--- src/design/ugrt_pkg.sv ---
// Shared types and constants for the uniform grid ray traversal block.
// Used by the controller, the datapath and the top level; no dependencies.
package ugrt_pkg;

  // default grid size limit per axis
  localparam int MAX_CELLS_DEFAULT = 64;

  // bits of quotient produced by the iterative divider, one per cycle
  localparam int DIV_BITS = 32;

  // saturation bounds of the 40-bit signed Q24.16 crossing values
  localparam logic signed [39:0] T40_MAX = 40'sh7F_FFFF_FFFF;
  localparam logic signed [39:0] T40_MIN = -40'sh80_0000_0000;

  // item commands
  localparam logic CMD_SETUP = 1'b0;
  localparam logic CMD_STEP  = 1'b1;

  // axis codes
  localparam logic [1:0] AXIS_X    = 2'd0;
  localparam logic [1:0] AXIS_Y    = 2'd1;
  localparam logic [1:0] AXIS_Z    = 2'd2;
  localparam logic [1:0] AXIS_NONE = 2'd3;

  // direction and step codes
  localparam logic [1:0] DIR_NONE = 2'b00;
  localparam logic [1:0] DIR_POS  = 2'b01;
  localparam logic [1:0] STEP_POS = 2'b01;
  localparam logic [1:0] STEP_NEG = 2'b11;

  // configuration register indexes
  localparam logic [2:0] CFG_CELLS_X = 3'd0;
  localparam logic [2:0] CFG_CELLS_Y = 3'd1;
  localparam logic [2:0] CFG_CELLS_Z = 3'd2;
  localparam logic [2:0] CFG_SCALE_X = 3'd3;
  localparam logic [2:0] CFG_SCALE_Y = 3'd4;
  localparam logic [2:0] CFG_SCALE_Z = 3'd5;

  // controller states
  typedef enum logic [3:0] {
    ST_IDLE,
    ST_MUL,
    ST_DIV,
    ST_DT,
    ST_KMUL,
    ST_COMMIT,
    ST_ADV,
    ST_LIN1,
    ST_LIN2,
    ST_EMIT
  } state_t;

  // commands from controller to datapath
  typedef struct packed {
    logic capture;
    logic mul;
    logic div_step;
    logic dt_load;
    logic kmul;
    logic commit;
    logic adv;
    logic lin1;
    logic lin2;
    logic emit;
  } dp_cmd_t;

endpackage

--- src/design/ugrt_ctrl.sv ---
// Controller state machine of the ray traversal block.
// Sequences setup and step transactions; depends on ugrt_pkg.
module ugrt_ctrl (
  input  logic               clk,
  input  logic               rst_n,
  input  logic               in_valid,
  input  logic               in_cmd,
  input  logic [1:0]         in_axis,
  output logic               in_stall,
  output logic               out_valid,
  input  logic               out_stall,
  output ugrt_pkg::dp_cmd_t  cmd
);

  localparam int CW = $clog2(ugrt_pkg::DIV_BITS);

  ugrt_pkg::state_t state_r, state_nxt;
  logic [CW-1:0]    cnt_r;
  logic             out_valid_r;
  logic             out_free;

  assign out_free  = !out_valid_r || !out_stall;
  assign out_valid = out_valid_r;

  // next state
  always_comb begin
    state_nxt = state_r;
    unique case (state_r)
      ugrt_pkg::ST_IDLE: begin
        if (in_valid) begin
          if (in_cmd == ugrt_pkg::CMD_STEP) state_nxt = ugrt_pkg::ST_ADV;
          else if (in_axis != ugrt_pkg::AXIS_NONE) state_nxt = ugrt_pkg::ST_MUL;
        end
      end
      ugrt_pkg::ST_MUL:    state_nxt = ugrt_pkg::ST_DIV;
      ugrt_pkg::ST_DIV: begin
        if (cnt_r == CW'(ugrt_pkg::DIV_BITS - 1)) state_nxt = ugrt_pkg::ST_DT;
      end
      ugrt_pkg::ST_DT:     state_nxt = ugrt_pkg::ST_KMUL;
      ugrt_pkg::ST_KMUL:   state_nxt = ugrt_pkg::ST_COMMIT;
      ugrt_pkg::ST_COMMIT: state_nxt = ugrt_pkg::ST_LIN1;
      ugrt_pkg::ST_ADV:    state_nxt = ugrt_pkg::ST_LIN1;
      ugrt_pkg::ST_LIN1:   state_nxt = ugrt_pkg::ST_LIN2;
      ugrt_pkg::ST_LIN2:   state_nxt = ugrt_pkg::ST_EMIT;
      ugrt_pkg::ST_EMIT: begin
        if (out_free) state_nxt = ugrt_pkg::ST_IDLE;
      end
      default:             state_nxt = ugrt_pkg::ST_IDLE;
    endcase
  end

  // datapath commands
  always_comb begin
    cmd      = '0;
    in_stall = 1'b1;
    unique case (state_r)
      ugrt_pkg::ST_IDLE: begin
        in_stall    = 1'b0;
        cmd.capture = in_valid;
      end
      ugrt_pkg::ST_MUL:    cmd.mul      = 1'b1;
      ugrt_pkg::ST_DIV:    cmd.div_step = 1'b1;
      ugrt_pkg::ST_DT:     cmd.dt_load  = 1'b1;
      ugrt_pkg::ST_KMUL:   cmd.kmul     = 1'b1;
      ugrt_pkg::ST_COMMIT: cmd.commit   = 1'b1;
      ugrt_pkg::ST_ADV:    cmd.adv      = 1'b1;
      ugrt_pkg::ST_LIN1:   cmd.lin1     = 1'b1;
      ugrt_pkg::ST_LIN2:   cmd.lin2     = 1'b1;
      ugrt_pkg::ST_EMIT:   cmd.emit     = out_free;
      default:             cmd          = '0;
    endcase
  end

  // state, divider count and result valid
  always_ff @(posedge clk) begin
    if (!rst_n) begin
      state_r     <= ugrt_pkg::ST_IDLE;
      cnt_r       <= '0;
      out_valid_r <= 1'b0;
    end else begin
      state_r <= state_nxt;
      if (state_r == ugrt_pkg::ST_MUL) cnt_r <= '0;
      else if (state_r == ugrt_pkg::ST_DIV) cnt_r <= cnt_r + CW'(1);
      if (cmd.emit) out_valid_r <= 1'b1;
      else if (!out_stall) out_valid_r <= 1'b0;
    end
  end

endmodule

--- config.mk ---
export PLATFORM = sky130hd
export DESIGN_NAME = ugrt_ctrl
export DESIGN_NICKNAME = d
export VERILOG_FILES = /design/src/design/ugrt_pkg.sv /design/src/design/ugrt_ctrl.sv
export SDC_FILE = /design/constraint.sdc
export NUM_CORES = 1
export LEC_CHECK = 0
export BUFFER_PORTS_ARGS = -buffer_cell sky130_fd_sc_hd__buf_2
export CORE_AREA = 2 2 39 41
export CTS_BUF_LIST = sky130_fd_sc_hd__clkbuf_16
export DETAILED_ROUTE_END_ITERATION = 12
export DIE_AREA = 0 0 41 43
export HOLD_SLACK_MARGIN = 0.03
export PLACE_DENSITY = 0.82
export SLEW_MARGIN = 15
export SYNTH_ARGS = -nofsm -noshare
export SYNTH_HDL_FRONTEND = slang
export SYNTH_SLANG_ARGS = --single-unit
--- constraint.sdc ---
create_clock -name clk -period 1.85 [get_ports clk]
set_input_delay 0 -clock clk [delete_from_list [all_inputs] [get_ports clk]]
set_output_delay 0 -clock clk [all_outputs]
set_load 0.01 [all_outputs]
Yosys cells after proc, flatten, opt, wreduce, memory -nomap -nowiden
Cells that the tools add are included.
Widths: inputs -> output; s select.

cells by class
  bitwise gates (word level) = 1
  mux-type cells = 19
  eq/ne operators = 16
  reductions and logical operators = 7
  $add $sub $neg = 1

operators with widths
  kind                 count
  $pmux 4 s9           1
  $mux 4               5
  $eq 4x3->1 const B   4
  $mux 1               13
  $eq 4x2->1 const B   2
  $eq 4x4->1 const B   2
  $ne 2x2->1 const B   4
  $add 5x1->5 const B  1
  $eq 5x5->1 const B   1
  $eq 4x1->1 const B   1
  $logic_not 4->1      1
  $reduce_and 4->1     1
  $reduce_or 2->1      2
  $ne 3x3->1 const B   1
  $logic_not 1->1      2
  $ne 2x1->1 const B   1
  $logic_or 1x1->1     1
  $not 1->1            1

storage, ports and cells
  output and inout bits = 12
  input bits = 7
  word-level logic and storage cells = 47
  register bits after elaboration = 10

Logic depth before layout (Yosys ltp)
Gate-level depths: netlist of run 1.

  depth in word-level cells = 5
  mapped depth = 6
  mapped depth without buffers = 6

Least setup slack after synthesis of run 1
Ideal clock, no wire load.

  path kind = register to register
  from = register state_r[0]
  to = register state_r[0]
  clock period less this slack = 1.464 ns
  data required time = 1.791 ns
  slack = 0.386 ns
  library setup time = 0.059 ns
  cell stages (with the launch flop) = 6
  arrival = 1.406 ns
  cells stage by stage = dfxtp_1 buf_6 nor4b_1 a221oi_1 nor2b_1 a22o_1

between the ends
  word-level cells in the longest chain between the ends = 3
  elaborated cells between the ends (all ways) = 17

ends and longest elaborated chain
  item                                               RTL line         source
  start, declared                                    ugrt_ctrl.sv:17  ugrt_pkg::state_t state_r, state_nxt;
  start signal, assigned                             ugrt_ctrl.sv:77  state_r <= ugrt_pkg::ST_IDLE;
  start signal, assigned                             ugrt_ctrl.sv:81  state_r <= state_nxt;
  $eq 4x3->1 (tied with other cells)                 ugrt_ctrl.sv:28  unique case (state_r)
  $reduce_or 2->1 (no line) (tied with other cells)  -
  $pmux 4 s9 or $reduce_and 4->1 (tied branches)     -

Several ways; a longest one is shown, not always the timed one.
A chain may end at the register's enable or synchronous reset.

Final worst setup path of run 1
  from = register state_r[1]
  to = register cnt_r[3]

between the ends
  word-level cells in the longest chain between the ends = 2
  elaborated cells between the ends (all ways) = 3

ends and longest elaborated chain
  item                       RTL line         source
  $eq 4x1->1                 ugrt_ctrl.sv:82  if (state_r == ugrt_pkg::ST_MUL) cnt_r <= '0;
  $reduce_or 2->1 (no line)  -
  end signal, assigned       ugrt_ctrl.sv:83  else if (state_r == ugrt_pkg::ST_DIV) cnt_r <= cnt_r + CW'(1);
  end, declared              ugrt_ctrl.sv:18  logic [CW-1:0] cnt_r;

Several ways; a longest one is shown, not always the timed one.

==> flow_summary.json, run 1 <==
{
  "status": "finished, final reports clean",
  "detail_route.first_pass.iterations": 4,
  "placed_cells": 98,
  "p_leak_nw": 0.339,
  "synth_warnings": 0,
  "worst_ir_drop_vdd_uv": 902,
  "critPathBufInv": 0,
  "post-route-util_pct": 54.3,
  "r2r_setup_slack_ns": 0.38,
  "die_x_microns": 41,
  "synthesis.nets": 76,
  "timing.hold.worst.start": "rst_n",
  "cpLargestDelayFamily": "simple AND/OR/NAND/NOR gates",
  "fillerInstances": 132,
  "n_antenna_cell": 0,
  "timing.final.max_slew_violations": 0,
  "grtUsageTotal_pct": 16.3,
  "async_reset_ff_share_pct": 0,
  "clock_latency_ns": 0.24,
  "placement_rows": 14,
  "wirelength_mm": 1.13,
  "timing.critical_path.from": "state_r[1]",
  "period_share_pct": 79.7,
  "cts_root_buffer": "sky130_fd_sc_hd__clkbuf_16",
  "grt_antenna_before_repair": 0,
  "number_of_buffers_created_by_cts": 3,
  "globalRouteOverflowTotal": 0,
  "route.detailed.wl_per_inst_microns": 11.1,
  "wire_length_of_the_first_global_routing_pass_mm": 1.93,
  "cts_sinks": 10,
  "clk_pin_slew_worst_paths_ns": 0.04,
  "seq_area_frac_synth_pct": 33.9,
  "syn_area_per_cell_sq_um": 8.81,
  "initialDrtViolationCount": 9,
  "floorplan.initialDensity_pct": 42.7,
  "rr_endpoint": "cnt_r[3]",
  "mostFrequentLayoutCell": "sky130_fd_sc_hd__buf_2",
  "timing.critical_path.slowest_cell_delay_ns": 0.50,
  "min_path_type": "primary input to flip-flop",
  "setup_repair_after_global_routing_missed_its_margin": "false",
  "final-hold-violation-count": 0,
  "finalClockSkew_ns": 0.00558,
  "io_buffers": 18,
  "slew-limit-headroom_pct": 68.5,
  "power-per-cell-area_mw_per_mm2": 1610,
  "worst_path_max_delay_cell": "sky130_fd_sc_hd__dfxtp_1",
  "final_cell_count_no_fill": 102,
  "critPathMaxFanout": 11,
  "core_sq_mm": 0.00138,
  "viasPerCell": 5.15,
  "synth-main-ff-cell": "sky130_fd_sc_hd__dfxtp_1",
  "worstPathCellList": "nor4b_4 -> nand4_1 -> xor2_1 -> nor2_2",
  "tritoncts_clock_tree": "built",
  "timing.critical_path.from_type": "flip-flop",
  "final.setup.tns_ns": 0,
  "timing.critical_path.depth": 4,
  "count_of_flip_flops_with_a_built_in_enable_after_synthesis": 0,
  "max_clock_freq_mhz": 679,
  "max_cap_violations": 0,
  "signal_arrival_time_at_the_worst_endpoint_ns": 1.60,
  "min_period_ns": 1.47,
  "timing.reg2reg.worst_path_depth": 4,
  "postCtsHoldBufs": 0,
  "route.vias.total": 525,
  "worstMarginPinSlew_ns": 0.471,
  "path_class": "flip-flop to flip-flop",
  "fraction_of_layout_instances_using_a_drive_strength_above_1_pct": 27.9,
  "ctsResizeCount": 0,
  "die-area_sq_mm": 0.00176,
  "timing.final.setup_violations": 0,
  "worst-endpoint-required_ns": 1.98,
  "setup.worst_path.end_class": "flip-flop",
  "clock_path_buffers": 2,
  "post_cts_repair_setup_buffers": 0,
  "syn-cell-area_sq_um": 591,
  "hpwl_microns": 883,
  "synthCells": 67,
  "dieHeight_microns": 43,
  "layout-area-overhead-vs-synth_pct": 27.3,
  "endpoint": "cnt_r[3]",
  "detail_route.drc_violations": 0,
  "floorplan.io_pins": 19,
  "netlist-cell-type-count": 33,
  "grt_max_degree": 12,
  "htree_num_levels": 1,
  "most-common-layout-cells": "sky130_fd_sc_hd__buf_2, sky130_fd_sc_hd__nor2_1, sky130_fd_sc_hd__dfxtp_1",
  "final_net_count": 96,
  "rr_startpoint": "state_r[1]",
  "ant_nets": 0,
  "synth-seq-cells": 10,
  "gp_congestion": 0.707,
  "grt_pass1_vias": 453
}
[cell usage after synthesis (2+ instances only)]
cell type | number | area (sq um)
sky130_fd_sc_hd__and3_1 | 2 | 12.5
sky130_fd_sc_hd__buf_6 | 2 | 22.5
sky130_fd_sc_hd__dfxtp_1 | 10 | 200
sky130_fd_sc_hd__ha_1 | 2 | 25.0
sky130_fd_sc_hd__mux2i_1 | 2 | 20.0
sky130_fd_sc_hd__nand2_1 | 5 | 18.8
sky130_fd_sc_hd__nand2b_1 | 4 | 25.0
sky130_fd_sc_hd__nor2_1 | 10 | 37.5
sky130_fd_sc_hd__nor2b_1 | 2 | 12.5
sky130_fd_sc_hd__nor3_1 | 3 | 15.0
sky130_fd_sc_hd__xnor2_1 | 2 | 17.5
sky130_fd_sc_hd__xor2_1 | 2 | 17.5
[routing by layer]
layer	GRT usage, %	part of all wire, %	vias to the layer above
li1	-	-	275
met1	19.3	44	241
met2	24.7	52	9
met3	7.85	3.8	0
met4	6.00	0	0
met5	0	0	-
[final cells by class]
type                    count  area, sq um  share of cell area (%)
clock buffers               3         75.1                    9.98
clock inverters             1         3.75                   0.499
inverters                   1         3.75                   0.499
multi-input cells          52          352                    46.8
flip-flops and latches     10          200                    26.6
well taps                  16         20.0                    2.66
repair buffers             19         97.6                    13.0
[power breakdown]
group | switching (W) | total [W] | internal (W) | leakage, nW
Sequential | 0.000110 | 0.000374 | 0.000264 | 0.0813
Clock | 0.0000983 | 0.000381 | 0.000283 | 0.0385
Combinational | 0.000230 | 0.000458 | 0.000228 | 0.219
Total | 0.000438 | 0.00121 | 0.000775 | 0.339
[per-stage QoR]
step	worst slack, ns	power (W)	hold WS, ns	instance area (sq um)
floorplan	0.386	0.000738	0.0815	591
global placement	0.430	0.000823	0.268	673
detailed placement	0.355	0.000839	0.269	673
CTS	0.351	0.00123	0.0480	752
global route	0.222	0.00131	0.0485	752
finish	0.376	0.00121	0.0502	752
[worst min-delay path by stage]
stage | endpoint | slack [ns] | cells after the start
CTS | state_r[3] | 0.05 | 2
floorplan | cmd[0] | 0.08 | 1
global route | state_r[3] | 0.05 | 2
global placement | cmd[0] | 0.27 | 3
detailed placement | cmd[0] | 0.27 | 3
finish | state_r[3] | 0.05 | 2
[logic make-up (layout without fill, tap and decap cells)]
family	after synthesis	in the layout	share of synthesized area [%]
simple gates	35	35	34.3
mux	2	2	3.39
flops	10	10	33.9
fa+ha+maj	2	2	4.24
xor+xnor	4	4	5.93
compound gates	9	9	11.7
buf+inv	5	24	6.57
[state kept, by name (all words and copies together) (netlist names)]
signal and count:
state_r 4, cnt_r 5, out_valid 1
Note: power is estimated with default switching activity, not from simulation.
==> run 2: changes to the inputs <==
--- a/config.mk
+++ b/config.mk
@@ -6,12 +6,12 @@
 export NUM_CORES = 1
 export LEC_CHECK = 0
 export BUFFER_PORTS_ARGS = -buffer_cell sky130_fd_sc_hd__buf_2
-export CORE_AREA = 2 2 39 41
+export CORE_MARGIN = 2
+export CORE_UTILIZATION = 43
 export CTS_BUF_LIST = sky130_fd_sc_hd__clkbuf_16
 export DETAILED_ROUTE_END_ITERATION = 12
-export DIE_AREA = 0 0 41 43
 export HOLD_SLACK_MARGIN = 0.03
-export PLACE_DENSITY = 0.82
+export PLACE_DENSITY = 0.83
 export SLEW_MARGIN = 15
 export SYNTH_ARGS = -nofsm -noshare
 export SYNTH_HDL_FRONTEND = slang
==> constraint.sdc (replaced) <==
create_clock -name clk -period 1.25 [get_ports clk]
set_input_delay 0 -clock clk [delete_from_list [all_inputs] [get_ports clk]]
set_output_delay 0 -clock clk [all_outputs]
set_load 0.01 [all_outputs]
==> run 2 against run 1 <==
The flow now finishes with violations (setup timing). Non-clock buffer count rose by 18. Via count is 21% higher. Clock skew down 0.0038 ns. Sequential cell count stayed put. Maximum frequency increased by 11%. Power grew 97%. Critical endpoint is now state_r[2]. Combinational power rose to 2.8 times the previous value. Final cell count is 16% higher. Wire length increased by 45%. Final area rose by 37%.
==> flow_summary.json, run 2 (synthesized netlist as in run 1, its figures left out) <==
{
  "post-route-util_pct": 80.0,
  "timing.critical_path.from": "cnt_r[1]",
  "wire_length_of_the_first_global_routing_pass_mm": 2.48,
  "globalRouteOverflowTotal": 0,
  "die_x_microns": 41.1,
  "register_with_the_highest_flop_count": "cnt_r",
  "path_class": "flip-flop to flip-flop",
  "final_net_count": 114,
  "final-hold-violation-count": 0,
  "min_path_type": "primary input to flip-flop",
  "dpl_cell_area_sq_um": 781,
  "most-common-layout-cells": "sky130_fd_sc_hd__buf_2, sky130_fd_sc_hd__buf_4, sky130_fd_sc_hd__nor2_1, sky130_fd_sc_hd__buf_6",
  "critPathMaxFanout": 2,
  "fin_total_pwr_w": 0.00240,
  "worst-endpoint-required_ns": 1.42,
  "setup.worst_path.end_class": "flip-flop",
  "floorplan.io_pins": 19,
  "initialDrtViolationCount": 5,
  "layout-area-overhead-vs-synth_pct": 74.2,
  "io_buffers": 18,
  "worst_ir_drop_vdd_uv": 1710,
  "hpwl_mm": 1.07,
  "p_leak_nw": 0.444,
  "finalClockSkew_ns": 0.00175,
  "detail_route.first_pass.iterations": 4,
  "min_period_ns": 1.33,
  "placed_cells": 110,
  "grt_antenna_before_repair": 0,
  "final_critical_path_setup_slack_ns": -0.0828,
  "status": "complete, but fails checks",
  "power-per-cell-area_mw_per_mm2": 2330,
  "fillerInstances": 82,
  "timing.critical_path.from_type": "flip-flop",
  "cts_sinks": 10,
  "mostFrequentLayoutCell": "sky130_fd_sc_hd__buf_2",
  "n_antenna_cell": 0,
  "signal_arrival_time_at_the_worst_endpoint_ns": 1.50,
  "detail_route.drc_violations": 0,
  "fraction_of_layout_instances_using_a_drive_strength_above_1_pct": 61.2,
  "tritoncts_clock_tree": "built",
  "clock_path_buffers": 2,
  "rr_endpoint": "state_r[2]",
  "number_of_buffers_created_by_cts": 3,
  "endpoint": "state_r[2]",
  "floorplan.initialDensity_pct": 46.0,
  "timing.final.max_slew_violations": 0,
  "die-area_sq_mm": 0.00169,
  "clk_pin_slew_worst_paths_ns": 0.04,
  "core_sq_mm": 0.00128,
  "htree_num_levels": 1,
  "rr_startpoint": "cnt_r[1]",
  "violations_in_the_final_reports": "setup timing",
  "gp_congestion": 0.743,
  "fin_area_sq_mm": 0.00103,
  "wirelength_mm": 1.64,
  "grt_pass1_vias": 593,
  "grt_max_degree": 8,
  "setup_repair_after_global_routing_missed_its_margin": "true",
  "r2r_setup_slack_ns": -0.08,
  "route.detailed.wl_per_inst_microns": 13.9,
  "final.setup.tns_ns": -0.259,
  "slew-limit-headroom_pct": 81.8,
  "largest_register_ffs": 5,
  "timing.reg2reg.worst_path_depth": 6,
  "max_cap_violations": 0,
  "route.vias.total": 633,
  "dieHeight_microns": 41.1,
  "placement_rows": 13,
  "max_clock_freq_mhz": 750,
  "final_cell_count_no_fill": 118,
  "ant_nets": 0,
  "grtUsageTotal_pct": 23.6,
  "cts_root_buffer": "sky130_fd_sc_hd__clkbuf_16",
  "timing.final.setup_violations": 6,
  "clock_latency_ns": 0.23,
  "period_share_pct": 107,
  "worstMarginPinSlew_ns": 0.272,
  "viasPerCell": 5.36
}
[run 2: cell count changes in the layout (fill, tap and decap cells not counted), sizes merged]
cell / change
buf: +18
clkinv: -1
[run 2: how the worst min path moves through the flow]
stage              start    endpoint  slack [ns]  depth (start not counted)
6_report           rst_n  state_r[3]        0.06                          2
3_5_place_dp   out_stall      cmd[0]        0.28                          3
5_1_grt            rst_n  state_r[3]        0.07                          2
3_3_place_gp   out_stall      cmd[0]        0.27                          3
2_1_floorplan  out_stall      cmd[0]        0.08                          1
4_1_cts            rst_n  state_r[3]        0.05                          2
[run 2: routing by layer]
metal	up-vias	track usage (%)	routed length (microns)
met1	287	20.8	542
met3	11	6.52	97
met2	25	43.0	914
met4	0	20.0	87
met5	-	0	0
li1	310	-	-
[run 2: final cells by class]
| class | instances | area [sq um] | share of cell area, % |
|---|---|---|---|
| clock buffer | 3 | 75.1 | 7.30 |
| inverter | 1 | 3.75 | 0.365 |
| multi-input combinational | 52 | 448 | 43.6 |
| sequential | 10 | 215 | 20.9 |
| tap | 15 | 18.8 | 1.82 |
| timing repair buffer | 37 | 268 | 26.0 |
[run 2: where the power goes]
group	total, W	switching [W]	internal, W
registers	0.000556	0.000137	0.000419
logic	0.00130	0.000583	0.000713
clock network	0.000546	0.000133	0.000413
total	0.00240	0.000852	0.00155
[run 2: timing repair]
action | CTS | global route
pin swaps | 6 | 11
setup endpoints to repair | 13 | 15
gates cloned | 0 | 0
hold buffers | 0 | 0
buffers inserted | 1 | 4
resized for setup | 16 | 18
[run 2: worst max-delay path: stages (launching register included)]
cell,delay (ns)
sky130_fd_sc_hd__dfxtp_2,0.35
sky130_fd_sc_hd__ha_4,0.13
sky130_fd_sc_hd__and3_4,0.19
sky130_fd_sc_hd__ha_4,0.12
sky130_fd_sc_hd__inv_2,0.03
sky130_fd_sc_hd__a32oi_2,0.21
sky130_fd_sc_hd__and4b_1,0.24
[run 2: stage by stage]
stage | hold slack (ns) | worst slack, ns
global placement | 0.268 | -0.0119
detailed placement | 0.277 | -0.0522
floorplan | 0.0815 | -0.161
global route | 0.0701 | -0.145
finish | 0.0594 | -0.0828
CTS | 0.0480 | -0.0564
==> run 3: changes to the inputs <==
--- a/config.mk
+++ b/config.mk
@@ -11,7 +11,9 @@
 export CTS_BUF_LIST = sky130_fd_sc_hd__clkbuf_16
 export DETAILED_ROUTE_END_ITERATION = 12
 export HOLD_SLACK_MARGIN = 0.03
+export MAX_ROUTING_LAYER = met4
 export PLACE_DENSITY = 0.83
+export SETUP_SLACK_MARGIN = 0.3
 export SLEW_MARGIN = 15
 export SYNTH_ARGS = -nofsm -noshare
 export SYNTH_HDL_FRONTEND = slang
==> run 3 against run 2 <==
Combinational power grew 5%. Maximum frequency rose by 2.8%. Largest cell class unchanged. First-iteration DRC count up 20%. Die area unchanged. Wire length shrank 2.1%. The run still ends with setup timing left. Global-route usage fell by 2.0 points. Setup slack improved by 0.036 ns. Via count shrank 5.8%.
==> flow_summary.json, run 3 (synthesized netlist as in run 1, its figures left out) <==
{
  "max_clock_freq_mhz": 771,
  "largest_register_ffs": 5,
  "grt_max_degree": 8,
  "number_of_buffers_created_by_cts": 3,
  "initialDrtViolationCount": 6,
  "tritoncts_clock_tree": "built",
  "final_cell_count_no_fill": 118,
  "mostFrequentLayoutCell": "sky130_fd_sc_hd__buf_2",
  "max_cap_violations": 0,
  "viasPerCell": 5.05,
  "r2r_setup_slack_ns": -0.05,
  "setup.worst_path.end_class": "flip-flop",
  "worst-endpoint-required_ns": 1.37,
  "route.vias.total": 596,
  "gp_congestion": 0.700,
  "period_share_pct": 104,
  "die_x_microns": 41.1,
  "dieHeight_microns": 41.1,
  "globalRouteOverflowTotal": 0,
  "wirelength_mm": 1.61,
  "clock_latency_ns": 0.23,
  "timing.final.setup_violations": 5,
  "detail_route.drc_violations": 0,
  "grt_antenna_before_repair": 0,
  "die-area_sq_mm": 0.00169,
  "register_with_the_highest_flop_count": "cnt_r",
  "route.detailed.wl_per_inst_microns": 13.6,
  "worstMarginPinSlew_ns": 0.327,
  "postCtsHoldBufs": 0,
  "n_antenna_cell": 0,
  "violations_in_the_final_reports": "setup timing",
  "clk_pin_slew_worst_paths_ns": 0.04,
  "power-per-cell-area_mw_per_mm2": 2370,
  "wire_length_of_the_first_global_routing_pass_mm": 2.26,
  "layout-area-overhead-vs-synth_pct": 78.6,
  "cts_root_buffer": "sky130_fd_sc_hd__clkbuf_16",
  "critPathMaxFanout": 6,
  "ant_nets": 0,
  "grtUsageTotal_pct": 21.6,
  "final_critical_path_setup_slack_ns": -0.0464,
  "most-common-layout-cells": "sky130_fd_sc_hd__buf_2, sky130_fd_sc_hd__buf_6, sky130_fd_sc_hd__buf_4",
  "slew-limit-headroom_pct": 78.1,
  "detail_route.first_pass.iterations": 4,
  "worst_path_max_delay_cell": "sky130_fd_sc_hd__dfxtp_4",
  "worst_ir_drop_vdd_uv": 1380,
  "wl_met3_microns": 56,
  "floorplan.io_pins": 19,
  "min_path_type": "primary input to flip-flop",
  "core_sq_mm": 0.00128,
  "post_route_met1_wirelength_microns": 600,
  "clock_path_buffers": 2,
  "worstPathCellList": "nand2b_1 -> a221oi_2 -> nor2b_1 -> a22o_1",
  "fraction_of_layout_instances_using_a_drive_strength_above_1_pct": 61.2,
  "dr_wl_met2_microns": 948,
  "placed_cells": 110,
  "path_class": "flip-flop to flip-flop",
  "timing.critical_path.slowest_cell_delay_ns": 0.37,
  "grt_pass1_vias": 568,
  "setup_repair_after_global_routing_missed_its_margin": "true",
  "finalClockSkew_ns": 0.00127,
  "p_leak_nw": 0.449,
  "min_period_ns": 1.30,
  "uppermost_metal_layer_occupied_by_signal_nets": "met3",
  "floorplan.initialDensity_pct": 46.0,
  "timing.final.max_slew_violations": 0,
  "final-hold-violation-count": 0,
  "placement_rows": 13,
  "signal_arrival_time_at_the_worst_endpoint_ns": 1.41,
  "status": "complete, but fails checks",
  "htree_num_levels": 1,
  "preCtsSetupSlack_ns": -0.0500,
  "timing.critical_path.from_type": "flip-flop",
  "cts_sinks": 10,
  "io_buffers": 18,
  "final_net_count": 113
}
==> run 3: changes by cell type in the layout (fill, tap and decap cells not counted), moves of 2 or more <==
| cell | previous run | this run |
|---|---|---|
| sky130_fd_sc_hd__buf_6 | 8 | 10 |
| sky130_fd_sc_hd__nor3_1 | 2 | 0 |
| sky130_fd_sc_hd__nor3_4 | 0 | 2 |
| sky130_fd_sc_hd__buf_4 | 13 | 10 |
==> run 3: cell type report <==
class | count | area (sq um)
clock inverters | 1 | 3.75
fillers | 80 | 230
repair buffers | 36 | 268
clock buffers | 3 | 75.1
multi-input cells | 52 | 468
flip-flops and latches | 10 | 218
well taps | 15 | 18.8
inverters | 1 | 3.75
==> run 3: through the flow <==
step	power (W)	hold WS [ns]	TNS, ns	cell area (sq um)	util (%)
2_1_floorplan	0.00111	0.0514	-0.558	606	-
3_3_place_gp	0.00145	0.267	-0.203	785	61.1
3_5_place_dp	0.00148	0.267	-0.235	785	61.1
4_1_cts	0.00233	0.0526	-0.0844	972	75.7
5_1_grt	0.00264	0.0747	-0.672	1050	82.1
6_report	0.00250	0.0672	-0.138	1050	82.1
==> run 3: power by group <==
group	total, W	internal (W)	switching [W]
registers	0.000577	0.000426	0.000151
clock network	0.000552	0.000418	0.000134
logic	0.00137	0.000734	0.000636
total	0.00250	0.00158	0.000921
==> run 3: layer usage <==
layer	GRT usage, %	vias to the layer above
met2	42.2	9
met4	10.0	0
met5	-	-
li1	-	308
met3	4.35	0
met1	19.3	279
==> run 3: worst max-delay path, delay by kind of cell, from the launching register on <==
family	cells	cell delay, ns
flops	1	0.37
simple gates	2	0.29
compound gates	2	0.52
==> run 3: repair_timing <==
item                       in CTS  in global routing
setup endpoints to repair      21                 21
resized for setup              24                 16
gates cloned                    0                  0
buffers inserted                3                  1
pin swaps                       9                  5
==> run 3: path summary, 6_finish.rpt <==
kind,cells past startpoint,startpoint,to
worst max-delay path,4,state_r[1],state_r[0]
worst max register to register,4,state_r[1],state_r[0]
worst min register to register,2,cnt_r[3],cnt_r[3]
worst min-delay path,2,rst_n,state_r[3]
